**src/sv/dbcs_pkg.sv**
```systemverilog
// shared constants, codes and types for the double-byte charset converter
// no dependencies; imported by every module of the block but dbcs_ram
`default_nettype none

package dbcs_pkg;

    // code table geometry
    localparam int LEAD_ROWS  = 128;
    localparam int TRAIL_COLS = 256;
    localparam int TABLES     = 4;

    localparam int LEAD_W  = (LEAD_ROWS > 1) ? $clog2(LEAD_ROWS) : 1;
    localparam int TRAIL_W = (TRAIL_COLS > 1) ? $clog2(TRAIL_COLS) : 1;
    localparam int SEL_W   = 2;
    localparam int CODE_AW = SEL_W + LEAD_W + TRAIL_W;
    localparam int CODE_DEPTH = 1 << CODE_AW;
    localparam int CODE_W  = 16;

    // field widths
    localparam int BYTE_W   = 8;
    localparam int MODE_W   = 2;
    localparam int LIDX_W   = 7;
    localparam int TIDX_W   = 8;
    localparam int IN_DATA_W  = 48;
    localparam int OUT_DATA_W = 8;

    // input tdata bit positions
    localparam int SRC_LSB   = 0;
    localparam int SEL_LSB   = SRC_LSB + BYTE_W;
    localparam int LIDX_LSB  = SEL_LSB + SEL_W;
    localparam int TIDX_LSB  = LIDX_LSB + LIDX_W;
    localparam int ENTRY_LSB = TIDX_LSB + TIDX_W;

    // byte constants
    localparam logic [BYTE_W-1:0] LEAD_MIN  = 8'd128;
    localparam logic [BYTE_W-1:0] QMARK     = 8'h3F;
    localparam logic [BYTE_W-1:0] NUL       = 8'h00;

    // bounds as sized values for comparison
    localparam logic [LIDX_W:0] LEAD_ROWS_V  = (LIDX_W + 1)'(LEAD_ROWS);
    localparam logic [TIDX_W:0] TRAIL_COLS_V = (TIDX_W + 1)'(TRAIL_COLS);

    // configuration port
    localparam int CFG_AW = 2;
    localparam int CFG_DW = 32;
    localparam logic [CFG_AW-1:0] REG_MODE_ADDR = 2'd0;

    typedef enum logic {
        OP_CONVERT     = 1'b0,
        OP_TABLE_WRITE = 1'b1
    } op_t;

    typedef enum logic [MODE_W-1:0] {
        MODE_BIG5_GBK = 2'd0,
        MODE_GBK_BIG5 = 2'd1,
        MODE_BIG5_UNI = 2'd2,
        MODE_GBK_UNI  = 2'd3
    } mode_t;

    // one decoded item waiting to be turned into output beats
    typedef struct packed {
        logic              lookup;  // bytes come from the table read data
        logic              two;     // two beats rather than one
        logic              eos;     // last beat ends the string
        logic [BYTE_W-1:0] b0;
        logic [BYTE_W-1:0] b1;
    } item_t;

endpackage

`default_nettype wire

```
**src/sv/dbcs_emit.sv**
```systemverilog
// output stage: resolves table read data and serialises up to two bytes per item
// depends on dbcs_pkg
`default_nettype none

module dbcs_emit (
    input  wire logic                            clk,
    input  wire logic                            rst_n,
    input  wire logic                            item_valid,
    input  wire dbcs_pkg::item_t                 item,
    input  wire logic [dbcs_pkg::CODE_W-1:0]     rdata,
    output logic                                 item_take,
    output logic                                 m_axis_tvalid,
    input  wire logic                            m_axis_tready,
    output logic      [dbcs_pkg::OUT_DATA_W-1:0] m_axis_tdata,
    output logic                                 m_axis_tlast
);
    import dbcs_pkg::*;

    logic [1:0]        cnt_reg, cnt_next;
    logic [BYTE_W-1:0] b0_reg, b0_next;
    logic [BYTE_W-1:0] b1_reg, b1_next;
    logic              eos_reg, eos_next;
    logic              m_fire;
    logic              load;
    logic              hit;

    assign m_axis_tvalid = (cnt_reg != 2'd0);
    assign m_fire        = m_axis_tvalid && m_axis_tready;
    assign load          = item_valid && ((cnt_reg == 2'd0) || ((cnt_reg == 2'd1) && m_fire));
    assign item_take     = load;
    assign hit           = (rdata != '0);

    always_comb
    begin
        cnt_next = cnt_reg;
        b0_next  = b0_reg;
        b1_next  = b1_reg;
        eos_next = eos_reg;
        if (load)
        begin
            cnt_next = item.two ? 2'd2 : 2'd1;
            eos_next = item.eos;
            b0_next  = item.b0;
            b1_next  = item.b1;
            if (item.lookup && hit)
            begin
                b0_next = rdata[BYTE_W-1:0];
                b1_next = rdata[CODE_W-1:BYTE_W];
            end
        end
        else if (m_fire)
        begin
            cnt_next = cnt_reg - 2'd1;
            b0_next  = b1_reg;
        end
    end

    always_ff @(posedge clk or negedge rst_n)
    begin
        if (!rst_n)
        begin
            cnt_reg <= 2'd0;
        end
        else
        begin
            cnt_reg <= cnt_next;
        end
    end

    always_ff @(posedge clk)
    begin
        b0_reg  <= b0_next;
        b1_reg  <= b1_next;
        eos_reg <= eos_next;
    end

    assign m_axis_tdata = b0_reg;
    assign m_axis_tlast = (cnt_reg == 2'd1) && eos_reg;

endmodule

`default_nettype wire

```
**config.mk**
```make
export PLATFORM = sky130hd
export DESIGN_NAME = dbcs_emit
export DESIGN_NICKNAME = d
export VERILOG_FILES = /design/src/sv/dbcs_pkg.sv /design/src/sv/dbcs_emit.sv
export SDC_FILE = /design/constraint.sdc
export NUM_CORES = 1
export LEC_CHECK = 0
export ABC_AREA = 1
export BUFFER_PORTS_ARGS = -buffer_cell sky130_fd_sc_hd__clkbuf_2
export CAP_MARGIN = 10
export CORE_AREA = 4 4 48 66
export DETAILED_ROUTE_END_ITERATION = 16
export DIE_AREA = 0 0 52 70
export HOLD_SLACK_MARGIN = 0.02
export PLACE_DENSITY = 0.72
export SLEW_MARGIN = 20
export SYNTH_ARGS = -nofsm -noshare
export SYNTH_HDL_FRONTEND = slang
export SYNTH_SLANG_ARGS = --single-unit
```
**constraint.sdc**
```tcl
create_clock -name clk -period 1.42 [get_ports clk]
set_input_delay 0.355 -clock clk [delete_from_list [all_inputs] [get_ports clk]]
set_output_delay 0.355 -clock clk [all_outputs]
set_load 0.005 [all_outputs]
```
After elaboration in Yosys (flattened, before gate mapping). Index checks and enable logic that the tools add are counted.

Reductions and logical operators: 10. Add/sub/neg operators: 1. Mux-type cells: 7. Eq/ne operators: 1.

Operator list (number): 8-bit two-way mux (4); 16-bit nonzero test (1); 2-bit two-way mux (3); 1-bit logical AND (5); 2-bit nonzero test (2); 2-bit by 1-bit equality test with 1-bit output (second input constant) (1); 2-bit zero test (1); 2-bit by 1-bit subtractor with 2-bit output (second input constant) (1); 1-bit logical OR (1).

Bits of input ports: 39. Word-level logic and storage cells: 23. Register bits after elaboration: 19. Output and inout port bits: 11.

Logic depth before layout (Yosys ltp).
Depth in word-level cells: 6. Gate-level depth with buffers: 9. Gate-level depth less buffers: 8.

Worst setup path after synthesis. No wires, ideal clock.

Path kind: register -> output. Start point: register cnt_reg[0]. End point: output item_take. Arrival: 0.977 ns. Path buffers: 1. Stages on the path, launching flop included: 6. Setup slack: 0.088 ns. Data required time: 1.065 ns. Cells stage by stage: dfrtp_1 inv_1 ha_1 nand2_1 nand2_1 buf_4.

Word-level cells in the longest chain between the ends: 5. Elaborated cells between the ends (all ways): 7. Those cells by class: eq/ne (1); reduce/logical (6).

Ends and longest elaborated chain: from (decl) (RTL line dbcs_emit.sv:19) `logic [1:0] cnt_reg, cnt_next;`; from (signal assigned) (RTL line dbcs_emit.sv:66) `cnt_reg <= cnt_next;`; 2-bit nonzero test (RTL line dbcs_emit.sv:27) `assign m_axis_tvalid = (cnt_reg != 2'd0);`; 1-bit logical AND (RTL line dbcs_emit.sv:28) `assign m_fire = m_axis_tvalid && m_axis_tready;`; 1-bit logical AND (RTL line dbcs_emit.sv:29) `assign load = item_valid && ((cnt_reg == 2'd0) || ((cnt_reg == 2'd1) && m_fire));`; 1-bit logical OR (*) (RTL line dbcs_emit.sv:29); 1-bit logical AND (*) (RTL line dbcs_emit.sv:29); to (decl) (RTL line dbcs_emit.sv:11) `output logic item_take,`.

Every way passes the cells marked *; elsewhere a longest branch is shown, timed or not.

Worst setup path after layout. Ends and elaborated chain as after synthesis.

==> reports/qor.yml <==
outcome: "complete, but fails checks"
violations: "negative setup slack"
synthToLayoutAreaGrowth_pct: 51.0
clkTransAtPathRegs_ps: 100
vias: 1174
path_depth: 6
synth-seq-cells: 19
io_buffers: 49
async_reset_ff_share_pct: 10.5
ys_types: 18
die_w_um: 52
crit_path_max_incr_delay_ps: 430
hp-class: "in2reg"
critPathMaxFanout: 2
synth.yosys.seq_area_share_pct: 48.2
synthTopCellsByArea: "edfxtp_1, nand2_1, nand3_1, inv_1, dfrtp_1"
fin_crit_sh_pct: 117
synth.most_common_cell: "nand2_1"
grt_max_degree: 13
h-tree-depth: 1
start_util_pct: 44.4
ant_nets: 0
fill_cells: 206
diodes: 0
yosys-top-cells-count: "nand2_1, inv_1, nand3_1, edfxtp_1, nor2_1"
cts_tree: "built"
final.setup.worst_slack_ps: -242
setup_viol: 27
start_kind: "flip-flop"
postSynthAreaPerCell_um2: 8.30
cpMaxStageDelayCell: "dfrtp_1"
ioPinCount: 50
wl_per_cell_um: 12.1
grt_pass1_wl_um: 4420
core-area_um2: 2620
cp_data_required_time_ps: 1070
min_period_ps: 1660
firstDrtPassIters: 4
whs_path_depth: 1
critical_path_class: "reg2out"
synth_top_flop_cell: "edfxtp_1"
clk_path_buf_depth: 2
finalSetupTns_ps: -3060
antenna_found_initial: 0
critPathBufInv: 3
final_area_um2: 1760
synth.largest_area_cell: "edfxtp_1"
place_congestion: 0.836
skew_ps: 7.79
hpwlAfterDp_um: 2100
num_rows: 22
grt_pass1_vias: 1193
cp_top_family: "flip-flops"
leakage_uw: 0.000925
r2r_cells: 9
dr.first_iter.drc_count: 17
cts_made_buffers: 3
end_kind: "output pin"
syn_inst: 140
dieArea_um2: 3640
post_route_cells_drive_above_1_share_pct: 50.5
die_h_um: 70
synth_fp_nets: 181
dpl-instance-area_um2: 1480
worstPathArrival_ps: 1310
rsz0062_at_grt: "yes"
fin_util_pct: 67.1
slew_headroom_pct: 78.4
nets: 254
tightest_slew_ps: 323
dp_slack_ps: -61.4
synth-edff-count: 17
clk_latency_ps: 300
yosysWarnings: 0
peakVddDrop_mv: 0.684
gr-usage-all-layers_pct: 15.8
via_per_inst: 4.73
holdWs_ps: 223
synth_top_area_share_pct: 43.9
wirelength_um: 2990
root_buffer: "clkbuf_4"
clock_sinks: 19
synth.cell_area_um2: 1160
drv_slew: 0
drc: 0
crit_top_cell: "nand2_4"
cap_viol_max_count: 0
cp_cell_sequence: "inv_2 > ha_4 > nand2_4 > nand2_4 > buf_6 > clkbuf_2"
power_density_nw_per_um2: 1550
grt_overflow: 0
fmax_mhz: 602
hold_viol: 0
## cell usage in the layout, fill, tap and decap left out, types with 2 or more instances in the layout
| master | count |
|---|---|
| clkbuf_2 | 48 |
| nand2_1 | 38 |
| nand3_1 | 20 |
| edfxtp_1 | 17 |
| inv_1 | 16 |
| buf_4 | 14 |
| nand2_2 | 11 |
| nor2_1 | 8 |
| buf_6 | 8 |
| nand2_4 | 4 |
| inv_2 | 4 |
| nand3_2 | 4 |
| nor2_2 | 3 |
| clkbuf_4 | 3 |
| o21ai_1 | 2 |
| ha_4 | 2 |
| dfrtp_1 | 2 |
## through the flow
step / power (µW) / cells
CTS: 2410 / 246
detailed placement: 1830 / 231
finish: 2710 / 248
global route: 2870 / 248
global placement: 1780 / 231
floorplan: 1430 / 140
## cell type report
type                    instances  area (µm²)  share of cell area, %
flip-flops and latches         19         561                   31.9
multi-input cells              95         556                   31.6
repair buffers                 73         485                   27.7
inverters                      21        82.6                   4.70
well taps                      36        45.0                   2.57
clock buffers                   4        26.3                   1.50
## where the power goes
part / internal, µW / leakage (µW) / switching, µW
logic: 779 / 0.000723 / 697
clock network: 110 / 0.0000150 / 160
registers: 895 / 0.000187 / 72.7
## timing repair
| action | in CTS | in global routing |
|---|---|---|
| endpoints found under the hold margin | 2 | 0 |
| gates resized for setup | 15 | 24 |
| hold buffers | 1 | 0 |
| endpoints found under the setup margin | 4 | 27 |
| pin swaps | 3 | 5 |
| gates cloned | 0 | 1 |
| setup buffers | 10 | 2 |
## final timing paths
path	slack, ps	endpoint	start
min reg2reg	530	m_axis_tdata[7]	b1_reg[7]
max reg2reg	-200	m_axis_tdata[4]	cnt_reg[1]
min in group asynchronous	370	cnt_reg[0]	rst_n
min	220	eos_reg	item[16]
max in group asynchronous	950	cnt_reg[1]	rst_n
max	-240	item_take	cnt_reg[0]
## metal layers
layer	vias to the layer above	track usage [%]	share of wire, %
met4	0	10.2	2.5
met5	-	0	0
met2	44	29.8	58
li1	589	-	-
met3	7	1.28	4.9
met1	534	15.3	34
## logic make-up after synthesis
logic type                 count (synthesis)  synth area share, %
AOI/OAI and AO/OA                          3                 1.40
buffers and inverters                     26                 11.4
DFF                                       19                 48.2
and+or+nand+nor                           90                 36.8
adders and majority gates                  2                 2.15
(Power assumes the default switching activity.)
