===== src/sv/dbcs_pkg.sv =====
// shared constants, codes and types for the double-byte charset converter
// no dependencies; imported by every module of the block but dbcs_ram
`default_nettype none

package dbcs_pkg;

    // code table geometry
    localparam int LEAD_ROWS  = 128;
    localparam int TRAIL_COLS = 256;
    localparam int TABLES     = 4;

    localparam int LEAD_W  = (LEAD_ROWS > 1) ? $clog2(LEAD_ROWS) : 1;
    localparam int TRAIL_W = (TRAIL_COLS > 1) ? $clog2(TRAIL_COLS) : 1;
    localparam int SEL_W   = 2;
    localparam int CODE_AW = SEL_W + LEAD_W + TRAIL_W;
    localparam int CODE_DEPTH = 1 << CODE_AW;
    localparam int CODE_W  = 16;

    // field widths
    localparam int BYTE_W   = 8;
    localparam int MODE_W   = 2;
    localparam int LIDX_W   = 7;
    localparam int TIDX_W   = 8;
    localparam int IN_DATA_W  = 48;
    localparam int OUT_DATA_W = 8;

    // input tdata bit positions
    localparam int SRC_LSB   = 0;
    localparam int SEL_LSB   = SRC_LSB + BYTE_W;
    localparam int LIDX_LSB  = SEL_LSB + SEL_W;
    localparam int TIDX_LSB  = LIDX_LSB + LIDX_W;
    localparam int ENTRY_LSB = TIDX_LSB + TIDX_W;

    // byte constants
    localparam logic [BYTE_W-1:0] LEAD_MIN  = 8'd128;
    localparam logic [BYTE_W-1:0] QMARK     = 8'h3F;
    localparam logic [BYTE_W-1:0] NUL       = 8'h00;

    // bounds as sized values for comparison
    localparam logic [LIDX_W:0] LEAD_ROWS_V  = (LIDX_W + 1)'(LEAD_ROWS);
    localparam logic [TIDX_W:0] TRAIL_COLS_V = (TIDX_W + 1)'(TRAIL_COLS);

    // configuration port
    localparam int CFG_AW = 2;
    localparam int CFG_DW = 32;
    localparam logic [CFG_AW-1:0] REG_MODE_ADDR = 2'd0;

    typedef enum logic {
        OP_CONVERT     = 1'b0,
        OP_TABLE_WRITE = 1'b1
    } op_t;

    typedef enum logic [MODE_W-1:0] {
        MODE_BIG5_GBK = 2'd0,
        MODE_GBK_BIG5 = 2'd1,
        MODE_BIG5_UNI = 2'd2,
        MODE_GBK_UNI  = 2'd3
    } mode_t;

    // one decoded item waiting to be turned into output beats
    typedef struct packed {
        logic              lookup;  // bytes come from the table read data
        logic              two;     // two beats rather than one
        logic              eos;     // last beat ends the string
        logic [BYTE_W-1:0] b0;
        logic [BYTE_W-1:0] b1;
    } item_t;

endpackage

`default_nettype wire


===== src/sv/dbcs_decode.sv =====
// input stage: clears the code tables after reset, tracks the pending lead byte,
// drives the table ram and registers one decoded item; depends on dbcs_pkg
`default_nettype none

module dbcs_decode (
    input  wire logic                           clk,
    input  wire logic                           rst_n,
    input  wire logic                           s_axis_tvalid,
    output logic                                s_axis_tready,
    input  wire logic [dbcs_pkg::IN_DATA_W-1:0] s_axis_tdata,
    input  wire logic                           s_axis_tuser,
    input  wire dbcs_pkg::mode_t                mode,
    input  wire logic                           item_take,
    output logic                                item_valid,
    output dbcs_pkg::item_t                     item,
    output logic                                ram_en,
    output logic                                ram_we,
    output logic      [dbcs_pkg::CODE_AW-1:0]   ram_addr,
    output logic      [dbcs_pkg::CODE_W-1:0]    ram_wdata
);
    import dbcs_pkg::*;

    logic               clr_active_reg, clr_active_next;
    logic [CODE_AW-1:0] clr_addr_reg, clr_addr_next;
    logic               pending_reg, pending_next;
    logic [BYTE_W-1:0]  held_reg, held_next;
    logic               item_valid_reg, item_valid_next;
    item_t              item_reg, item_next;

    op_t                op;
    logic [BYTE_W-1:0]  src;
    logic [SEL_W-1:0]   sel;
    logic [LIDX_W-1:0]  lidx;
    logic [TIDX_W-1:0]  tidx;
    logic [CODE_W-1:0]  entry;
    logic               accept;
    logic               uni;
    logic [BYTE_W-1:0]  held_row;
    logic               wr_in_range;
    logic               rd_in_range;

    assign op    = op_t'(s_axis_tuser);
    assign src   = s_axis_tdata[SRC_LSB +: BYTE_W];
    assign sel   = s_axis_tdata[SEL_LSB +: SEL_W];
    assign lidx  = s_axis_tdata[LIDX_LSB +: LIDX_W];
    assign tidx  = s_axis_tdata[TIDX_LSB +: TIDX_W];
    assign entry = s_axis_tdata[ENTRY_LSB +: CODE_W];

    assign s_axis_tready = !clr_active_reg && (!item_valid_reg || item_take);
    assign accept        = s_axis_tvalid && s_axis_tready;
    assign uni           = (mode == MODE_BIG5_UNI) || (mode == MODE_GBK_UNI);
    assign held_row      = held_reg - LEAD_MIN;

    assign wr_in_range = ({1'b0, lidx} < LEAD_ROWS_V) && ({1'b0, tidx} < TRAIL_COLS_V);
    assign rd_in_range = (held_row < LEAD_ROWS_V[BYTE_W-1:0]) && ({1'b0, src} < TRAIL_COLS_V);

    // clearing sweep, one entry a cycle
    always_comb
    begin
        clr_active_next = clr_active_reg;
        clr_addr_next   = clr_addr_reg;
        if (clr_active_reg)
        begin
            clr_addr_next = clr_addr_reg + 1'b1;
            if (clr_addr_reg == CODE_AW'(CODE_DEPTH - 1))
            begin
                clr_active_next = 1'b0;
            end
        end
    end

    // byte decode and ram request
    always_comb
    begin
        pending_next    = pending_reg;
        held_next       = held_reg;
        item_valid_next = item_valid_reg && !item_take;
        item_next       = item_reg;
        ram_en          = 1'b0;
        ram_we          = 1'b0;
        ram_addr        = {sel, lidx[LEAD_W-1:0], tidx[TRAIL_W-1:0]};
        ram_wdata       = entry;

        if (clr_active_reg)
        begin
            ram_en    = 1'b1;
            ram_we    = 1'b1;
            ram_addr  = clr_addr_reg;
            ram_wdata = '0;
        end
        else if (accept)
        begin
            case (op)
                OP_TABLE_WRITE:
                begin
                    ram_en = wr_in_range;
                    ram_we = 1'b1;
                end
                OP_CONVERT:
                begin
                    item_next.lookup = 1'b0;
                    item_next.two    = 1'b0;
                    item_next.eos    = 1'b0;
                    item_next.b0     = src;
                    item_next.b1     = NUL;
                    if (pending_reg)
                    begin
                        pending_next    = 1'b0;
                        item_valid_next = 1'b1;
                        item_next.two   = 1'b1;
                        if (src == NUL)
                        begin
                            // dangling lead byte at end of string
                            item_next.b0  = QMARK;
                            item_next.eos = 1'b1;
                        end
                        else
                        begin
                            item_next.b0     = QMARK;
                            item_next.b1     = QMARK;
                            item_next.lookup = rd_in_range;
                            ram_en           = rd_in_range;
                            ram_addr         = {mode, held_row[LEAD_W-1:0],
                                                src[TRAIL_W-1:0]};
                        end
                    end
                    else if (src == NUL)
                    begin
                        item_valid_next = 1'b1;
                        item_next.two   = uni;
                        item_next.eos   = 1'b1;
                    end
                    else if (src < LEAD_MIN)
                    begin
                        item_valid_next = 1'b1;
                        item_next.two   = uni;
                    end
                    else
                    begin
                        pending_next = 1'b1;
                        held_next    = src;
                    end
                end
                default:
                begin
                    ram_en = 1'b0;
                end
            endcase
        end
    end

    always_ff @(posedge clk or negedge rst_n)
    begin
        if (!rst_n)
        begin
            clr_active_reg <= 1'b1;
            clr_addr_reg   <= '0;
            pending_reg    <= 1'b0;
            held_reg       <= '0;
            item_valid_reg <= 1'b0;
        end
        else
        begin
            clr_active_reg <= clr_active_next;
            clr_addr_reg   <= clr_addr_next;
            pending_reg    <= pending_next;
            held_reg       <= held_next;
            item_valid_reg <= item_valid_next;
        end
    end

    always_ff @(posedge clk)
    begin
        item_reg <= item_next;
    end

    assign item_valid = item_valid_reg;
    assign item       = item_reg;

endmodule

`default_nettype wire


===== config.mk =====
export PLATFORM = sky130hd
export DESIGN_NAME = dbcs_decode
export DESIGN_NICKNAME = d
export VERILOG_FILES = /design/src/sv/dbcs_pkg.sv /design/src/sv/dbcs_decode.sv
export SDC_FILE = /design/constraint.sdc
export NUM_CORES = 1
export LEC_CHECK = 0
export ABC_AREA = 1
export BUFFER_PORTS_ARGS = -buffer_cell sky130_fd_sc_hd__buf_2
export CAP_MARGIN = 40
export CELL_PAD_IN_SITES_DETAIL_PLACEMENT = 2
export CELL_PAD_IN_SITES_GLOBAL_PLACEMENT = 2
export CORE_MARGIN = 2
export CORE_UTILIZATION = 26
export CTS_CLUSTER_SIZE = 12
export DETAILED_ROUTE_END_ITERATION = 8
export GPL_TIMING_DRIVEN = 0
export PLACE_DENSITY_LB_ADDON = 0.1
export SKIP_CTS_REPAIR_TIMING = 1
export SYNTH_ARGS = -nofsm -noshare
export SYNTH_HDL_FRONTEND = slang
export SYNTH_SLANG_ARGS = --single-unit

===== constraint.sdc =====
create_clock -name clk -period 4.4 [get_ports clk]
set_input_delay 0.66 -clock clk [delete_from_list [all_inputs] [get_ports clk]]
set_output_delay 0.66 -clock clk [all_outputs]
set_load 0.005 [all_outputs]

---- Yosys cells after proc, flatten, opt, wreduce, memory -nomap -nowiden ----
Cells that the tools add are included.
operators by class
  add/sub/neg operators ................... 2
  order comparisons ....................... 2
  eq/ne operators ......................... 3
  mux-type cells .......................... 29
  bitwise gates (word level) .............. 5
  reduce and logical (&&, ||, !) cells .... 11
operators with widths
  kind                   number
  $mux 17                5
  $mux 1                 21
  $add 17x1->17 const B  1
  $eq 17x17->1 const B   1
  $lt 8x8->1 const B     2
  $mux 16                1
  $logic_not 8->1        1
  $sub 8x8->8 const B    1
  $mux 6                 1
  $reduce_and 6->1       1
  $not 1->1              5
  $eq 2x2->1 const B     2
  $logic_and 1x1->1      3
  $logic_not 1->1        3
  $reduce_and 3->1       1
  $logic_or 1x1->1       2
  $pmux 1 s2             1
storage, ports and cells
  bits in registers ....................... 47
  input bits .............................. 55
  output and inout port bits .............. 56
  logic and storage cells ................. 62

---- Depth between registers and ports, before layout ----
  depth in word-level cells ............... 8
  depth in mapped cells ................... 9
  gate-level depth less buffers ........... 9

---- Worst setup path after synthesis ----
OpenSTA, ideal clock, no wires.
  path kind ............................... input -> output
  start ................................... in item_take
  end ..................................... out ram_addr[11] (netlist name)
  data arrival time ....................... 1.576 ns
  data required time ...................... 3.740 ns
  slack ................................... 2.164 ns
  stages .................................. 8
  path buffers ............................ 1
  cell sequence ........................... inv_1 -> nand2_1 -> nand3_2 -> nor2_4 -> buf_2 -> nand3b_1 -> nand3_1 -> nand2_1
on the way
  cells in the longest elaborated chain, start to end .. 5
RTL lines
  what                line               text
  start: declaration  dbcs_decode.sv:13  input wire logic item_take,
  $logic_or 1x1->1    dbcs_decode.sv:49  assign s_axis_tready = !clr_active_reg && (!item_valid_reg || item_take);
  $logic_and 1x1->1   dbcs_decode.sv:49
  $logic_and 1x1->1   dbcs_decode.sv:50  assign accept = s_axis_tvalid && s_axis_tready;
  $mux 17             dbcs_decode.sv:91  else if (accept)
  $mux 17             dbcs_decode.sv:84  if (clr_active_reg)
  end: declaration    dbcs_decode.sv:18  output logic [dbcs_pkg::CODE_AW-1:0] ram_addr,
Every way passes these cells.

---- Final worst setup path ----
  start ................................... in item_take
  end ..................................... out ram_addr[12] (netlist name)
The elaborated chain is that of the path after synthesis.

==> flow_summary.json <==
{
  "status": "finished, final reports clean",
  "largest_reg_flops": 17,
  "cp_max_fo": 21,
  "fin_ws_ps": 1660,
  "cts.sinks": 40,
  "fin_crit_sh_pct": 62.4,
  "cts-root-buf": "clkbuf_8",
  "synth.avg_cell_area_um2": 7.50,
  "r2r_start": "item_valid$_DFF_PN0_",
  "final.setup.tns_ps": 0,
  "setup_violations": 0,
  "die_h_um": 99.4,
  "core_um2": 8760,
  "grt_pass1_vias": 2667,
  "max_freq_mhz": 364,
  "synth-seq-area-share_pct": 44.8,
  "maxSlewViolCount": 0,
  "end_kind": "primary output",
  "grt_overflow_total": 0,
  "power_density_nw_per_um2": 296,
  "irDropWorstVdd_mv": 0.129,
  "fin_util_pct": 35.7,
  "dp.cells": 526,
  "place_congestion": 0.785,
  "die_x_um": 99.4,
  "antenna_found_initial": 0,
  "cts_tree": "yes",
  "synth.top_cell.area_share_pct": 28.5,
  "worstSetupStartpointType": "primary input",
  "p_leak_uw": 0.00177,
  "path_clk_slew_ps": 90,
  "ys.flop_type": "dfrtp_1",
  "synth_edf_count": 12,
  "dp_slack_ps": 1610,
  "yosysUniqueCellTypes": 30,
  "cts.path.max_buffers": 2,
  "maxCapViolCount": 0,
  "grt_pass1_wl_um": 13200,
  "synthCells": 316,
  "viasPerCell": 4.45,
  "place_hpwl_um": 6460,
  "r2r_end": "item[14]$_SDFFCE_PP0P_",
  "syn-cell-area_um2": 2370,
  "tightestPinTransition_ps": 695,
  "fin_cells": 534,
  "fin_skew_ps": 8.37,
  "reg2reg_slack_ps": 2780,
  "diodes": 0,
  "synth_area_leader_cell": "dfrtp_1",
  "cp.required_ps": 3740,
  "finalCriticalPeriod_ps": 2740,
  "finalNetCount": 482,
  "postRouteWirelength_um": 8040,
  "die_area_um2": 9890,
  "drive_above_1_share_pct": 31.5,
  "yosysMostFrequentCell": "nand2_1",
  "synthTopCellsByArea": "dfrtp_1 29%, edfxtp_1 15%, nand2_1 14%",
  "hold_violations": 0,
  "ant_nets": 0,
  "rsz0062_at_grt": "no",
  "hold_path_class": "primary input to async pin",
  "io_pins": 111,
  "clock_latency_ps": 300,
  "grt_max_degree": 29,
  "arrival_ps": 2080,
  "reg2reg_depth": 4,
  "relSlewSlack_pct": 53.7,
  "ys_warn_count": 0,
  "drc": 0,
  "firstDrtPassIters": 4,
  "portBuffers": 101,
  "vias": 2378,
  "yosys_register_bits": 40,
  "synth_common_cells": "87 x nand2_1, 50 x inv_1, 42 x nor2_1, 27 x dfrtp_1, 13 x a21oi_1",
  "synthArstFlopShare_pct": 70.0,
  "grt.total_usage_pct": 17.0,
  "numCtsBuffers": 5,
  "initial_utilization_pct": 27.0,
  "area_growth_pct": 31.9,
  "drt_iter0_markers": 33,
  "rows": 34,
  "htreeDepth": 2,
  "crit_type": "primary input to primary output",
  "avgRoutedWirePerCell_um": 15.1
}
## worst max-delay path: stages
cell and delay, ps:
buf_2 80, inv_1 40, nand2_1 110, nand3_2 120, nor2_4 180, buf_2 430
nand3b_1 150, nand3_1 110, nand2_1 70, buf_2 130
## how the worst max path moves through the flow
stage / to / slack, ps / cells past startpoint / startpoint
detailed placement: ram_addr[12] / 1610 / 10 / item_take
floorplan: ram_addr[11] / 2160 / 8 / item_take
global route: ram_addr[12] / 1500 / 10 / item_take
global placement: ram_addr[12] / 1680 / 10 / item_take
finish: ram_addr[12] / 1660 / 10 / item_take
CTS: ram_addr[12] / 1610 / 10 / item_take
## placed cells by master, fill, tap and decap left out, types with 3 or more instances in the layout
cell type,count
a21oi_1,13
buf_2,106
buf_4,7
clkbuf_8,5
dfrtp_1,27
edfxtp_1,12
inv_1,50
nand2_1,87
nand3_1,12
nand3b_1,8
nand4_1,3
nor2_1,42
o21ai_0,11
xnor2_1,5
xor2_1,8
## power by group
group          switching [µW]  total [µW]  internal, µW  leakage (µW)
Clock                     142         310           168     0.0000541
Combinational             102         182          80.2       0.00123
Sequential               16.4         433           416      0.000481
## kinds of logic (layout without fill, tap and decap cells)
| logic type | Yosys count | after routing | share of synthesized area [%] |
|---|---|---|---|
| simple gates | 164 | 164 | 30.6 |
| buf+inv | 69 | 178 | 12.6 |
| flops | 40 | 40 | 44.8 |
| compound gates | 27 | 27 | 5.92 |
| xor+xnor | 13 | 13 | 4.81 |
| fa+ha+maj | 2 | 2 | 1.06 |
| other cells | 1 | 2 | 0.158 |
## layout make-up
cell class,count,area (µm²)
fill,1076,5640
sequential,40,1060
multi-input combinational,208,1010
timing repair buffer,101,505
inverter,52,195
tap,108,135
buffer,17,104
clock buffer,5,68.8
clock inverter,3,42.5
## metal layers
layer	share of wire [%]	up-vias	GRT usage [%]
li1	-	1176	-
met1	44	1110	21.5
met2	47	86	29.3
met3	7.0	6	4.01
met4	1.0	0	4.11
met5	0	-	0
## through the flow
step | instance area (µm²) | power [µW] | hold slack (ps)
2_1_floorplan | 2370 | 528 | 364
3_3_place_gp | 3010 | 618 | 449
3_5_place_dp | 3010 | 625 | 469
4_1_cts | 3120 | 940 | 421
5_1_grt | 3120 | 978 | 443
6_report | 3120 | 924 | 400
Note: power is estimated with default switching activity, not from simulation.
